[config.mk]
export PLATFORM = sky130hd
export DESIGN_NAME = midi_file_event_parser
export DESIGN_NICKNAME = d
export VERILOG_FILES = /design/src/design/mfep_pkg.sv /design/src/design/mfep_parser.sv /design/src/design/mfep_out_buf.sv /design/src/design/midi_file_event_parser.sv
export SDC_FILE = /design/constraint.sdc
export NUM_CORES = 1
export LEC_CHECK = 0
export ABC_CLOCK_PERIOD_IN_PS = 13300
export BUFFER_PORTS_ARGS = -buffer_cell sky130_fd_sc_hd__buf_4
export CELL_PAD_IN_SITES_DETAIL_PLACEMENT = 2
export CELL_PAD_IN_SITES_GLOBAL_PLACEMENT = 2
export CORE_MARGIN = 5
export CORE_UTILIZATION = 39
export CTS_BUF_LIST = sky130_fd_sc_hd__clkbuf_8 sky130_fd_sc_hd__clkbuf_16
export CTS_CLUSTER_SIZE = 40
export DETAILED_ROUTE_END_ITERATION = 8
export PLACE_DENSITY = 0.82
export SLEW_MARGIN = 25
export SYNTH_ARGS = -nofsm -noshare
export SYNTH_HDL_FRONTEND = slang
export SYNTH_SLANG_ARGS = --single-unit
[constraint.sdc]
create_clock -name clk -period 13.3 [get_ports clk]
set_clock_uncertainty 0.05 [all_clocks]
set_input_delay 1.995 -clock clk [delete_from_list [all_inputs] [get_ports clk]]
set_output_delay 1.995 -clock clk [all_outputs]
set_load 0.03 [all_outputs]
[src/design/mfep_pkg.sv]
// Shared types, codes and constants of the MIDI file track event parser.
`timescale 1ns / 1ps
`default_nettype none

package mfep_pkg;

  // Longest variable-length field accepted without an overlong error.
  localparam int VLV_MAX_BYTES = 4;

  // Byte values that steer the parse.
  localparam logic [7:0] DATA_MASK      = 8'h7F;
  localparam logic [7:0] STATUS_FLAG    = 8'h80;
  localparam logic [7:0] CHAN_LAST      = 8'hEF;
  localparam logic [7:0] META_STATUS    = 8'hFF;
  localparam logic [7:0] META_SET_TEMPO = 8'h51;

  // Saturation limits of the length and delta fields.
  localparam logic [27:0] VLV_SAT       = 28'hFFFFFFF;
  localparam logic [27:0] VLV_SHIFT_MAX = 28'h01FFFFF;

  // Event kinds.
  localparam logic [3:0] KIND_NOTE_OFF   = 4'd0;
  localparam logic [3:0] KIND_NOTE_ON    = 4'd1;
  localparam logic [3:0] KIND_AFTERTOUCH = 4'd2;
  localparam logic [3:0] KIND_CONTROL    = 4'd3;
  localparam logic [3:0] KIND_PROGRAM    = 4'd4;
  localparam logic [3:0] KIND_PRESSURE   = 4'd5;
  localparam logic [3:0] KIND_PITCH      = 4'd6;
  localparam logic [3:0] KIND_SYSEX      = 4'd7;
  localparam logic [3:0] KIND_META       = 4'd8;

  // Error codes.
  localparam logic [1:0] ERR_NONE      = 2'd0;
  localparam logic [1:0] ERR_NO_STATUS = 2'd1;
  localparam logic [1:0] ERR_SHORT_TMP = 2'd2;
  localparam logic [1:0] ERR_OVERLONG  = 2'd3;

  // Parse phases.
  typedef enum logic [2:0] {
    PH_DELTA,
    PH_STATUS,
    PH_DATA1,
    PH_DATA2,
    PH_MTYPE,
    PH_LEN,
    PH_SKIP
  } phase_t;

  // One finished event.
  typedef struct packed {
    logic [3:0]  kind;
    logic [7:0]  status;
    logic [6:0]  data_one;
    logic [6:0]  data_two;
    logic [7:0]  meta_type;
    logic [27:0] length;
    logic [23:0] tempo;
    logic        tempo_valid;
    logic [27:0] delta;
    logic [1:0]  err;
  } result_t;

endpackage

`default_nettype wire

[src/design/mfep_parser.sv]
// Byte-wise parse state machine that turns track bytes into finished events.
`timescale 1ns / 1ps
`default_nettype none

module mfep_parser (
  input  wire logic               clk,
  input  wire logic               rst_n,
  input  wire logic               byte_valid,
  input  wire logic [7:0]         data_byte,
  input  wire logic               track_start,
  output logic                    res_valid,
  output mfep_pkg::result_t       res
);

  mfep_pkg::phase_t phase_r, phase_nxt;
  logic [27:0] vlv_acc_r, vlv_acc_nxt;
  logic [2:0]  vlv_cnt_r, vlv_cnt_nxt;
  logic [27:0] delta_r, delta_nxt;
  logic [7:0]  cur_status_r, cur_status_nxt;
  logic [7:0]  run_status_r, run_status_nxt;
  logic [6:0]  first_r, first_nxt;
  logic [7:0]  meta_kind_r, meta_kind_nxt;
  logic [27:0] left_r, left_nxt;
  logic [23:0] tempo_acc_r, tempo_acc_nxt;
  logic [1:0]  tempo_idx_r, tempo_idx_nxt;
  logic [1:0]  err_r, err_nxt;

  logic [2:0]  vlv_cnt_step;
  logic [27:0] vlv_acc_step;
  logic        vlv_done;
  logic        take_d1;
  logic        fin_long;
  logic        do_emit;
  logic [3:0]  chan_kind;

  // State registers.
  always_ff @(posedge clk) begin
    if (!rst_n) begin
      phase_r      <= mfep_pkg::PH_DELTA;
      vlv_acc_r    <= '0;
      vlv_cnt_r    <= '0;
      delta_r      <= '0;
      cur_status_r <= '0;
      run_status_r <= '0;
      first_r      <= '0;
      meta_kind_r  <= '0;
      left_r       <= '0;
      tempo_acc_r  <= '0;
      tempo_idx_r  <= '0;
      err_r        <= '0;
    end else begin
      phase_r      <= phase_nxt;
      vlv_acc_r    <= vlv_acc_nxt;
      vlv_cnt_r    <= vlv_cnt_nxt;
      delta_r      <= delta_nxt;
      cur_status_r <= cur_status_nxt;
      run_status_r <= run_status_nxt;
      first_r      <= first_nxt;
      meta_kind_r  <= meta_kind_nxt;
      left_r       <= left_nxt;
      tempo_acc_r  <= tempo_acc_nxt;
      tempo_idx_r  <= tempo_idx_nxt;
      err_r        <= err_nxt;
    end
  end

  // Next state and result for the byte of the current transaction.
  always_comb begin
    phase_nxt      = phase_r;
    vlv_acc_nxt    = vlv_acc_r;
    vlv_cnt_nxt    = vlv_cnt_r;
    delta_nxt      = delta_r;
    cur_status_nxt = cur_status_r;
    run_status_nxt = run_status_r;
    first_nxt      = first_r;
    meta_kind_nxt  = meta_kind_r;
    left_nxt       = left_r;
    tempo_acc_nxt  = tempo_acc_r;
    tempo_idx_nxt  = tempo_idx_r;
    err_nxt        = err_r;
    res            = '0;
    take_d1        = 1'b0;
    fin_long       = 1'b0;
    do_emit        = 1'b0;
    vlv_cnt_step   = '0;
    vlv_acc_step   = '0;
    vlv_done       = 1'b0;
    chan_kind      = '0;

    if (byte_valid) begin
      // A track start clears everything before the byte is looked at.
      if (track_start) begin
        phase_nxt      = mfep_pkg::PH_DELTA;
        vlv_acc_nxt    = '0;
        vlv_cnt_nxt    = '0;
        delta_nxt      = '0;
        cur_status_nxt = '0;
        run_status_nxt = '0;
        first_nxt      = '0;
        meta_kind_nxt  = '0;
        left_nxt       = '0;
        tempo_acc_nxt  = '0;
        tempo_idx_nxt  = '0;
        err_nxt        = '0;
      end

      // One step of a variable-length field, used by delta and length.
      vlv_cnt_step = (vlv_cnt_nxt < 3'd7) ? vlv_cnt_nxt + 3'd1 : vlv_cnt_nxt;
      vlv_acc_step = (vlv_acc_nxt > mfep_pkg::VLV_SHIFT_MAX) ? mfep_pkg::VLV_SAT :
                     {vlv_acc_nxt[20:0], data_byte[6:0]};
      vlv_done     = !data_byte[7];

      case (phase_nxt)
        mfep_pkg::PH_DELTA: begin
          vlv_cnt_nxt = vlv_cnt_step;
          vlv_acc_nxt = vlv_acc_step;
          if (int'(vlv_cnt_step) > mfep_pkg::VLV_MAX_BYTES && err_nxt == mfep_pkg::ERR_NONE) begin
            err_nxt = mfep_pkg::ERR_OVERLONG;
          end
          if (vlv_done) begin
            delta_nxt   = vlv_acc_step;
            vlv_acc_nxt = '0;
            vlv_cnt_nxt = '0;
            phase_nxt   = mfep_pkg::PH_STATUS;
          end
        end
        mfep_pkg::PH_STATUS: begin
          if ((data_byte & mfep_pkg::STATUS_FLAG) != 8'h00) begin
            cur_status_nxt = data_byte;
            vlv_acc_nxt    = '0;
            vlv_cnt_nxt    = '0;
            if (data_byte <= mfep_pkg::CHAN_LAST) begin
              run_status_nxt = data_byte;
              phase_nxt      = mfep_pkg::PH_DATA1;
            end else if (data_byte == mfep_pkg::META_STATUS) begin
              run_status_nxt = '0;
              phase_nxt      = mfep_pkg::PH_MTYPE;
            end else begin
              run_status_nxt = '0;
              phase_nxt      = mfep_pkg::PH_LEN;
            end
          end else if (run_status_nxt == 8'h00) begin
            // Data byte with nothing to run on: report and drop it.
            res.delta = delta_nxt;
            res.err   = mfep_pkg::ERR_NO_STATUS;
            do_emit   = 1'b1;
          end else begin
            cur_status_nxt = run_status_nxt;
            take_d1        = 1'b1;
          end
        end
        mfep_pkg::PH_DATA1: begin
          take_d1 = 1'b1;
        end
        mfep_pkg::PH_DATA2: begin
          res.kind     = cur_status_nxt[7:4] - 4'd8;
          res.status   = cur_status_nxt;
          res.data_one = first_nxt;
          res.data_two = data_byte[6:0];
          res.delta    = delta_nxt;
          res.err      = err_nxt;
          do_emit      = 1'b1;
        end
        mfep_pkg::PH_MTYPE: begin
          meta_kind_nxt = data_byte;
          vlv_acc_nxt   = '0;
          vlv_cnt_nxt   = '0;
          phase_nxt     = mfep_pkg::PH_LEN;
        end
        mfep_pkg::PH_LEN: begin
          vlv_cnt_nxt = vlv_cnt_step;
          vlv_acc_nxt = vlv_acc_step;
          if (int'(vlv_cnt_step) > mfep_pkg::VLV_MAX_BYTES && err_nxt == mfep_pkg::ERR_NONE) begin
            err_nxt = mfep_pkg::ERR_OVERLONG;
          end
          if (vlv_done) begin
            left_nxt = vlv_acc_step;
            if (vlv_acc_step == 28'd0) begin
              fin_long = 1'b1;
            end else begin
              phase_nxt = mfep_pkg::PH_SKIP;
            end
          end
        end
        mfep_pkg::PH_SKIP: begin
          // Capture the first three payload bytes of a set-tempo event.
          if (cur_status_nxt == mfep_pkg::META_STATUS &&
              meta_kind_nxt == mfep_pkg::META_SET_TEMPO && tempo_idx_nxt < 2'd3) begin
            tempo_acc_nxt = {tempo_acc_nxt[15:0], data_byte};
            tempo_idx_nxt = tempo_idx_nxt + 2'd1;
          end
          if (left_nxt != 28'd0) begin
            left_nxt = left_nxt - 28'd1;
          end
          if (left_nxt == 28'd0) begin
            fin_long = 1'b1;
          end
        end
        default: begin
          phase_nxt = mfep_pkg::PH_DELTA;
        end
      endcase

      // First data byte of a channel message.
      if (take_d1) begin
        chan_kind = cur_status_nxt[7:4] - 4'd8;
        first_nxt = data_byte[6:0];
        if (chan_kind == mfep_pkg::KIND_PROGRAM || chan_kind == mfep_pkg::KIND_PRESSURE) begin
          res.kind     = chan_kind;
          res.status   = cur_status_nxt;
          res.data_one = first_nxt;
          res.delta    = delta_nxt;
          res.err      = err_nxt;
          do_emit      = 1'b1;
        end else begin
          phase_nxt = mfep_pkg::PH_DATA2;
        end
      end

      // End of a sysex or meta event.
      if (fin_long) begin
        res.length = vlv_acc_nxt;
        res.delta  = delta_nxt;
        if (cur_status_nxt != mfep_pkg::META_STATUS) begin
          res.kind   = mfep_pkg::KIND_SYSEX;
          res.status = cur_status_nxt;
        end else begin
          res.kind      = mfep_pkg::KIND_META;
          res.status    = mfep_pkg::META_STATUS;
          res.meta_type = meta_kind_nxt;
          if (meta_kind_nxt == mfep_pkg::META_SET_TEMPO) begin
            if (tempo_idx_nxt < 2'd3) begin
              if (err_nxt == mfep_pkg::ERR_NONE) begin
                err_nxt = mfep_pkg::ERR_SHORT_TMP;
              end
            end else if (err_nxt == mfep_pkg::ERR_NONE) begin
              res.tempo_valid = 1'b1;
              res.tempo       = tempo_acc_nxt;
            end
          end
        end
        res.err = err_nxt;
        do_emit = 1'b1;
      end

      // A finished event starts the next one from a clean slate.
      if (do_emit) begin
        phase_nxt      = mfep_pkg::PH_DELTA;
        vlv_acc_nxt    = '0;
        vlv_cnt_nxt    = '0;
        delta_nxt      = '0;
        cur_status_nxt = '0;
        first_nxt      = '0;
        meta_kind_nxt  = '0;
        left_nxt       = '0;
        tempo_acc_nxt  = '0;
        tempo_idx_nxt  = '0;
        err_nxt        = '0;
      end
    end
  end

  assign res_valid = do_emit;

endmodule

`default_nettype wire

[src/design/mfep_out_buf.sv]
// Result register with a skid stage, so the parser keeps taking bytes under a stall.
`timescale 1ns / 1ps
`default_nettype none

module mfep_out_buf (
  input  wire logic               clk,
  input  wire logic               rst_n,
  input  wire logic               res_valid,
  input  mfep_pkg::result_t       res,
  output logic                    space,
  output logic                    out_valid,
  input  wire logic               out_ready,
  output mfep_pkg::result_t       out_res
);

  logic              main_v_r;
  logic              skid_v_r;
  mfep_pkg::result_t main_r;
  mfep_pkg::result_t skid_r;
  logic              main_free;

  assign main_free = !main_v_r || out_ready;
  assign space     = !skid_v_r;

  // Valid flags.
  always_ff @(posedge clk) begin
    if (!rst_n) begin
      main_v_r <= 1'b0;
      skid_v_r <= 1'b0;
    end else if (main_free) begin
      if (skid_v_r) begin
        main_v_r <= 1'b1;
        skid_v_r <= 1'b0;
      end else begin
        main_v_r <= res_valid;
      end
    end else if (res_valid) begin
      skid_v_r <= 1'b1;
    end
  end

  // Payload registers.
  always_ff @(posedge clk) begin
    if (main_free) begin
      main_r <= skid_v_r ? skid_r : res;
    end else if (res_valid) begin
      skid_r <= res;
    end
  end

  assign out_valid = main_v_r;
  assign out_res   = main_r;

endmodule

`default_nettype wire

[src/design/midi_file_event_parser.sv]
// Top level of the MIDI file track event parser.
//
//  Channel  Ports                      Width  Contents
//  input    in_tvalid/tready/tdata     8      data_byte
//           in_tuser                   1      track_start
//  output   out_tvalid/tready/tdata    112    event fields, see port list
//           out_tuser                  5      event_kind, tempo_valid
//
// One byte is taken per cycle while in_tready is high; each byte is settled in
// the cycle it arrives, and a finished event is registered in the result or skid stage.
// Reset is synchronous and active low; it clears the parse state and the
// running status. in_tready falls only while the skid stage holds an event,
// that is after two events have piled up behind a stalled output.
`timescale 1ns / 1ps
`default_nettype none

module midi_file_event_parser (
  input  wire logic         clk,
  input  wire logic         rst_n,
  input  wire logic         in_tvalid,
  output logic              in_tready,
  input  wire logic [7:0]   in_tdata,   // [7:0] data_byte
  input  wire logic         in_tuser,   // [0] track_start
  output logic              out_tvalid,
  input  wire logic         out_tready,
  // [7:0] status_byte, [14:8] data_one, [21:15] data_two, [29:22] meta_type,
  // [57:30] payload_length, [81:58] tempo_value, [109:82] delta_time,
  // [111:110] error_code
  output logic [111:0]      out_tdata,
  output logic [4:0]        out_tuser   // [3:0] event_kind, [4] tempo_valid
);

  logic              in_fire;
  logic              res_valid;
  logic              space;
  mfep_pkg::result_t res;
  mfep_pkg::result_t out_res;

  assign in_tready = space;
  assign in_fire   = in_tvalid && space;

  // Parse state machine.
  mfep_parser u_parser (
    .clk         (clk),
    .rst_n       (rst_n),
    .byte_valid  (in_fire),
    .data_byte   (in_tdata),
    .track_start (in_tuser),
    .res_valid   (res_valid),
    .res         (res)
  );

  // Result register and skid stage.
  mfep_out_buf u_out_buf (
    .clk       (clk),
    .rst_n     (rst_n),
    .res_valid (res_valid),
    .res       (res),
    .space     (space),
    .out_valid (out_tvalid),
    .out_ready (out_tready),
    .out_res   (out_res)
  );

  // Pack the result transaction.
  assign out_tdata = {out_res.err, out_res.delta, out_res.tempo, out_res.length,
                      out_res.meta_type, out_res.data_two, out_res.data_one,
                      out_res.status};
  assign out_tuser = {out_res.tempo_valid, out_res.kind};

endmodule

`default_nettype wire

; ---- Word level (Yosys, flattened, before mapping)
; Cells that the tools add are included.
[totals]
ff_bits = 385
word_cells = 194
input_bits = 13
[op_classes]
n_eq_ne = 13
reduce_logical = 19
mux = 115
bitwise_logic = 2
add_sub_neg = 5
magnitude_cmp = 6
[op_table]
columns = op, count
row1 = $mux 28, 17
row2 = $mux 117, 2
row3 = $mux 8, 18
row4 = $mux 30, 4
row5 = $pmux 28 s4, 1
row6 = $mux 25, 4
row7 = $mux 24, 4
row8 = $mux 91, 1
row9 = $pmux 30 s2, 1
row10 = $logic_not 28->1, 2
row11 = $pmux 28 s2, 1
row12 = $mux 3, 16
row13 = $mux 19, 2
row14 = $mux 2, 17
row15 = $gt 28x21->1 const B, 1
row16 = $reduce_bool 28->1, 1
row17 = $sub 28x1->28 const B, 1
row18 = $mux 26, 1
row19 = $mux 12, 2
row20 = $mux 7, 3
row21 = $eq 8x7->1 const B, 2
row22 = $eq 8x8->1 const B, 2
row23 = $mux 1, 16
row24 = $pmux 3 s5, 1
row25 = 24 further kinds, 40

; ---- Depth between registers and ports, before layout
[depth]
word_depth = 18
depth_mapped = 22
depth_no_buf = 12

; ---- Cells and area by module
; Synthesis repeated with hierarchy kept, for this count alone.
[unflattened]
hier_cells = 1670
hier_area_um2 = 18346.3
[by_module_without_submodules]
columns = mod, cells_each, seq_area_each_um2, area_each_um2, instances
row1 = mfep_parser, 1296, 2982.9, 9736.8, 1
row2 = mfep_out_buf, 373, 7066.8, 8603.3, 1
row3 = midi_file_event_parser, 1, 0.0, 6.3, 1

; ---- Least setup slack after synthesis
; OpenSTA, ideal clock, no wires.
[synth_timing]
path_kind = input port to flip-flop
from = input port in_tuser
to = register u_out_buf.skid_r[0] (netlist bit), enable pin
cell_stages = 21
t_arrival_ns = 9.300
setup_slack_ns = 3.461
cell_sequence = buf_2 > inv_1 > clkbuf_1 > clkbuf_1 > clkbuf_1 > clkbuf_1 > buf_1 > clkbuf_1 > nand2_1 > ha_1 > o21ai_2 > nor3b_1 > or4_1 > a31oi_1 > nand3_1 > or4_1 > o21a_1 > a211oi_2 > buf_4 > buf_2 > and2_1
[synth_between]
elab_chain_len = 16
[synth_rtl]
columns = element, line
row1 = from (decl), midi_file_event_parser.sv:23  ; input wire logic in_tuser,
row2 = "parallel branches: the longest is 12 deep, another holds $sub 28x1->28", -
row3 = $mux 1 (*), mfep_parser.sv:221  ; if (fin_long) begin
row4 = $mux 1 (*) (2 in a row), mfep_parser.sv:90  ; if (byte_valid) begin
row5 = $reduce_and 2->1 (no source line) (*), -
row6 = to (signal assigned), mfep_out_buf.sv:47  ; skid_r <= res;
row7 = to (decl), mfep_out_buf.sv:19  ; mfep_pkg::result_t skid_r;
; Every way passes the cells marked *. The select of a mux whose other input is x is not followed.
; A chain may end at the register's enable or synchronous reset.

; ---- Worst setup path in the final report
[layout_timing]
from = input port in_tuser
to = register u_out_buf.skid_r[20] (netlist bit), enable pin
; Same word-level chain as after synthesis.

==> flow_summary.ini <==
[setup_path]
critPathMaxFanout = 61
critPathSlowestCell = buf_4
crit_path_cell_trace = buf_4 > buf_4 > buf_4 > o21ai_2 > nor3_2 > nor2_1 > a31oi_1 > nand3_1 > or4_1 > o21a_1 > a211oi_4 > and2_4 > buf_4
ff2ff_path_depth = 11
max_stage_delay_ns = 0.83
critPathArrivalTime_ns = 7.63
cp-startpoint = in_tuser
end_kind = flip-flop
cp.required_ns = 13.45
rr_startpoint = u_parser.left_r[11]
crit_type = in2reg
start_kind = input port
critPathMostFrequentCell = buf_4

[clock_network]
cts_setup_buffers = 0
hold_buffers = 0
clockBufferDepth = 3
htree_levels = 2
path_clk_slew_ns = 0.06
cts_buffers = 43
cts.sinks = 385
cts_tree = yes
root_buffer = clkbuf_16
cts_repair_resize_count = 0
clk_latency_ns = 0.58

[detailed_routing]
routedWlPerCell_um = 28.0
num_vias = 15400
firstDrtPassIters = 5
ant_nets = 0
wirelength_um = 69200
vias_per_cell = 6.20
route.detailed.drc = 0
first_iter_violations = 1281

[hold_path]
hold_class = reg2reg
whs_path_depth = 2
hp-start = u_parser.vlv_cnt_r[1]

[die]
die_w_um = 226
core_area_sq_um = 46300
dieArea_sq_um = 50900
ios = 132
row_count = 79
die_h_um = 226
start_util_pct = 39.2

[global_route]
grt_max_degree = 112
grt_usage_pct = 26.4
grt_pass1_wl_um = 104000
antenna_found_initial = 0
grt.overflow.total = 0
grt_pass1_vias = 16300

[synthesis]
postSynthCellCount = 1794
synth.most_common_cell = edfxtp_1
ys_seq_area_share_pct = 55.4
synth_edf_count = 234
synthTopCellsByArea = edfxtp_1, dfxtp_1, nand2_1
yosysWarningCount = 0
synth.net_count = 1810
postSynthAreaPerCell_sq_um = 10.1
synthDominantCellAreaShare_pct = 38.8
synth-main-ff-cell = edfxtp_1
netlist_area_sq_um = 18100
synth.ff_latch_count = 385
ys_types = 85
synth_top_cells_by_count = edfxtp_1, nand2_1, nor2_1
synth_async_sr_flop_share_pct = 0
yosysTopAreaCell = edfxtp_1

[placed_design]
port_buffers = 131
placed_area_sq_um = 19400
dpl.hpwl_um = 44100
place_congestion = 0.891
pre_cts_slack_ns = 5.35

[timing]
slew_violations = 0
worst_slack_ns = 5.82
rsz0062_at_grt = no
period_minus_slack_ns = 7.48
max_freq_ghz = 0.134
tightest_slew_ns = 1.03
slew_headroom_pct = 31.0
finalHoldViolCount = 0
period_share_pct = 56.3
setup_viol_count_final = 0
finalSetupTns_ns = 0

[cells_and_area]
areaGrowthSynthToFinish_pct = 15.0
post-route-cell-area_sq_um = 20800
post_route_cells_drive_above_1_share_pct = 15.1
nets = 1852

[run]
cap_violations = 0

[power_and_ir_drop]
p_leak_nw = 7.83
power.density_nw_per_um2 = 128
vdd_drop_max_mv = 0.0856

[status]
status = finished, final reports clean
==> state kept, by name, summed over array words and instances, names as in the netlist <==
| name | count |
|---|---|
| u_parser.vlv_acc_r | 28 |
| u_parser.delta_r | 28 |
| u_out_buf.skid_v_r | 1 |
| u_parser.err_r | 2 |
| u_out_buf.out_valid | 1 |
| u_parser.tempo_idx_r | 2 |
| u_parser.tempo_acc_r | 24 |
| u_parser.run_status_r | 8 |
| u_parser.meta_kind_r | 8 |
| u_parser.left_r | 28 |
| u_out_buf.out_res | 117 |
| u_parser.first_r | 7 |
| u_out_buf.skid_r | 117 |
| u_parser.vlv_cnt_r | 3 |
| u_parser.cur_status_r | 8 |
| u_parser.phase_r | 3 |
==> layout by cell type, fill, tap and decap left out, types with 8 or more instances in the layout <==
master,count
and3_1,16
a22o_1,81
a21oi_1,83
nor2b_1,17
nand2_1,217
o221ai_1,9
a22oi_1,55
nor3_1,62
o21ai_0,98
xnor2_1,11
a2111oi_0,27
inv_1,32
o21ai_1,51
a31oi_1,16
nor3b_1,13
o22ai_1,15
mux2i_1,22
nand3_1,14
edfxtp_1,234
a211oi_1,8
clkinv_2,8
a21o_1,17
o31ai_1,13
dfxtp_1,150
nor2_1,164
nand4_1,12
or3_1,10
clkbuf_16,45
buf_4,153
mux2_2,16
o32ai_1,8
and2_1,32
nor4_1,23
==> metal layers <==
metal | vias to the layer above | track usage (%) | wire length, um
li1 | 6776 | - | -
met1 | 7984 | 35.1 | 29900
met2 | 456 | 44.4 | 33700
met3 | 142 | 4.45 | 3460
met4 | 0 | 8.02 | 2210
met5 | - | 0 | 0
==> per-stage QoR <==
| stage | power, W | instances | hold slack [ns] | utilization [%] |
|---|---|---|---|---|
| after floorplan | 0.00141 | 1794 | 0.373 | - |
| after global placement | 0.00147 | 2398 | 0.384 | 42.0 |
| after detailed placement | 0.00148 | 2398 | 0.401 | 42.0 |
| after CTS | 0.00269 | 2476 | 0.426 | 45.0 |
| after global routing | 0.00275 | 2476 | 0.449 | 45.1 |
| final | 0.00268 | 2477 | 0.431 | 45.1 |
==> kinds of logic (layout without fill, tap and decap cells) <==
group	after synthesis	in the layout	synth area share, %
AO/OA/AOI/OAI	533	533	19.9
XOR/XNOR	15	15	0.725
adder cells (fa/ha/maj)	3	3	0.207
buffers and inverters	182	257	4.32
flip-flops	385	385	55.4
multiplexers	39	39	2.27
other	0	1	0
AND/OR/NAND/NOR	637	637	17.1
==> worst max-delay path, delay by kind of cell <==
family	cells	cell delay [ns]
AO/OA/AOI/OAI	4	1.30
buffers and inverters	4	2.09
AND/OR/NAND/NOR	5	2.12
==> final timing paths <==
kind	to	slack (ns)
hold / removal	u_parser.vlv_cnt_r[1]	0.43
setup / recovery	u_out_buf.skid_r[20]	5.82
hold reg to reg	u_parser.vlv_cnt_r[1]	0.43
setup reg to reg	u_out_buf.skid_r[20]	7.33
==> report_power, final <==
| part | total (W) | internal, W | switching (W) |
|---|---|---|---|
| registers | 0.00129 | 0.00127 | 0.0000229 |
| logic | 0.000175 | 0.0000466 | 0.000128 |
| clock network | 0.00121 | 0.000693 | 0.000522 |
| total | 0.00268 | 0.00201 | 0.000673 |
==> final cells by class <==
class / instances / area [sq um]
Tap cell: 607 / 759
Fill cell: 4805 / 25400
Sequential cell: 385 / 10100
Multi-Input combinational cell: 1227 / 7360
Clock inverter: 26 / 186
Antenna cell: 1 / 2.50
Timing Repair Buffer: 154 / 1160
Clock buffer: 52 / 1220
Inverter: 25 / 96.3
No activity file was read; power rests on OpenSTA's default activity.
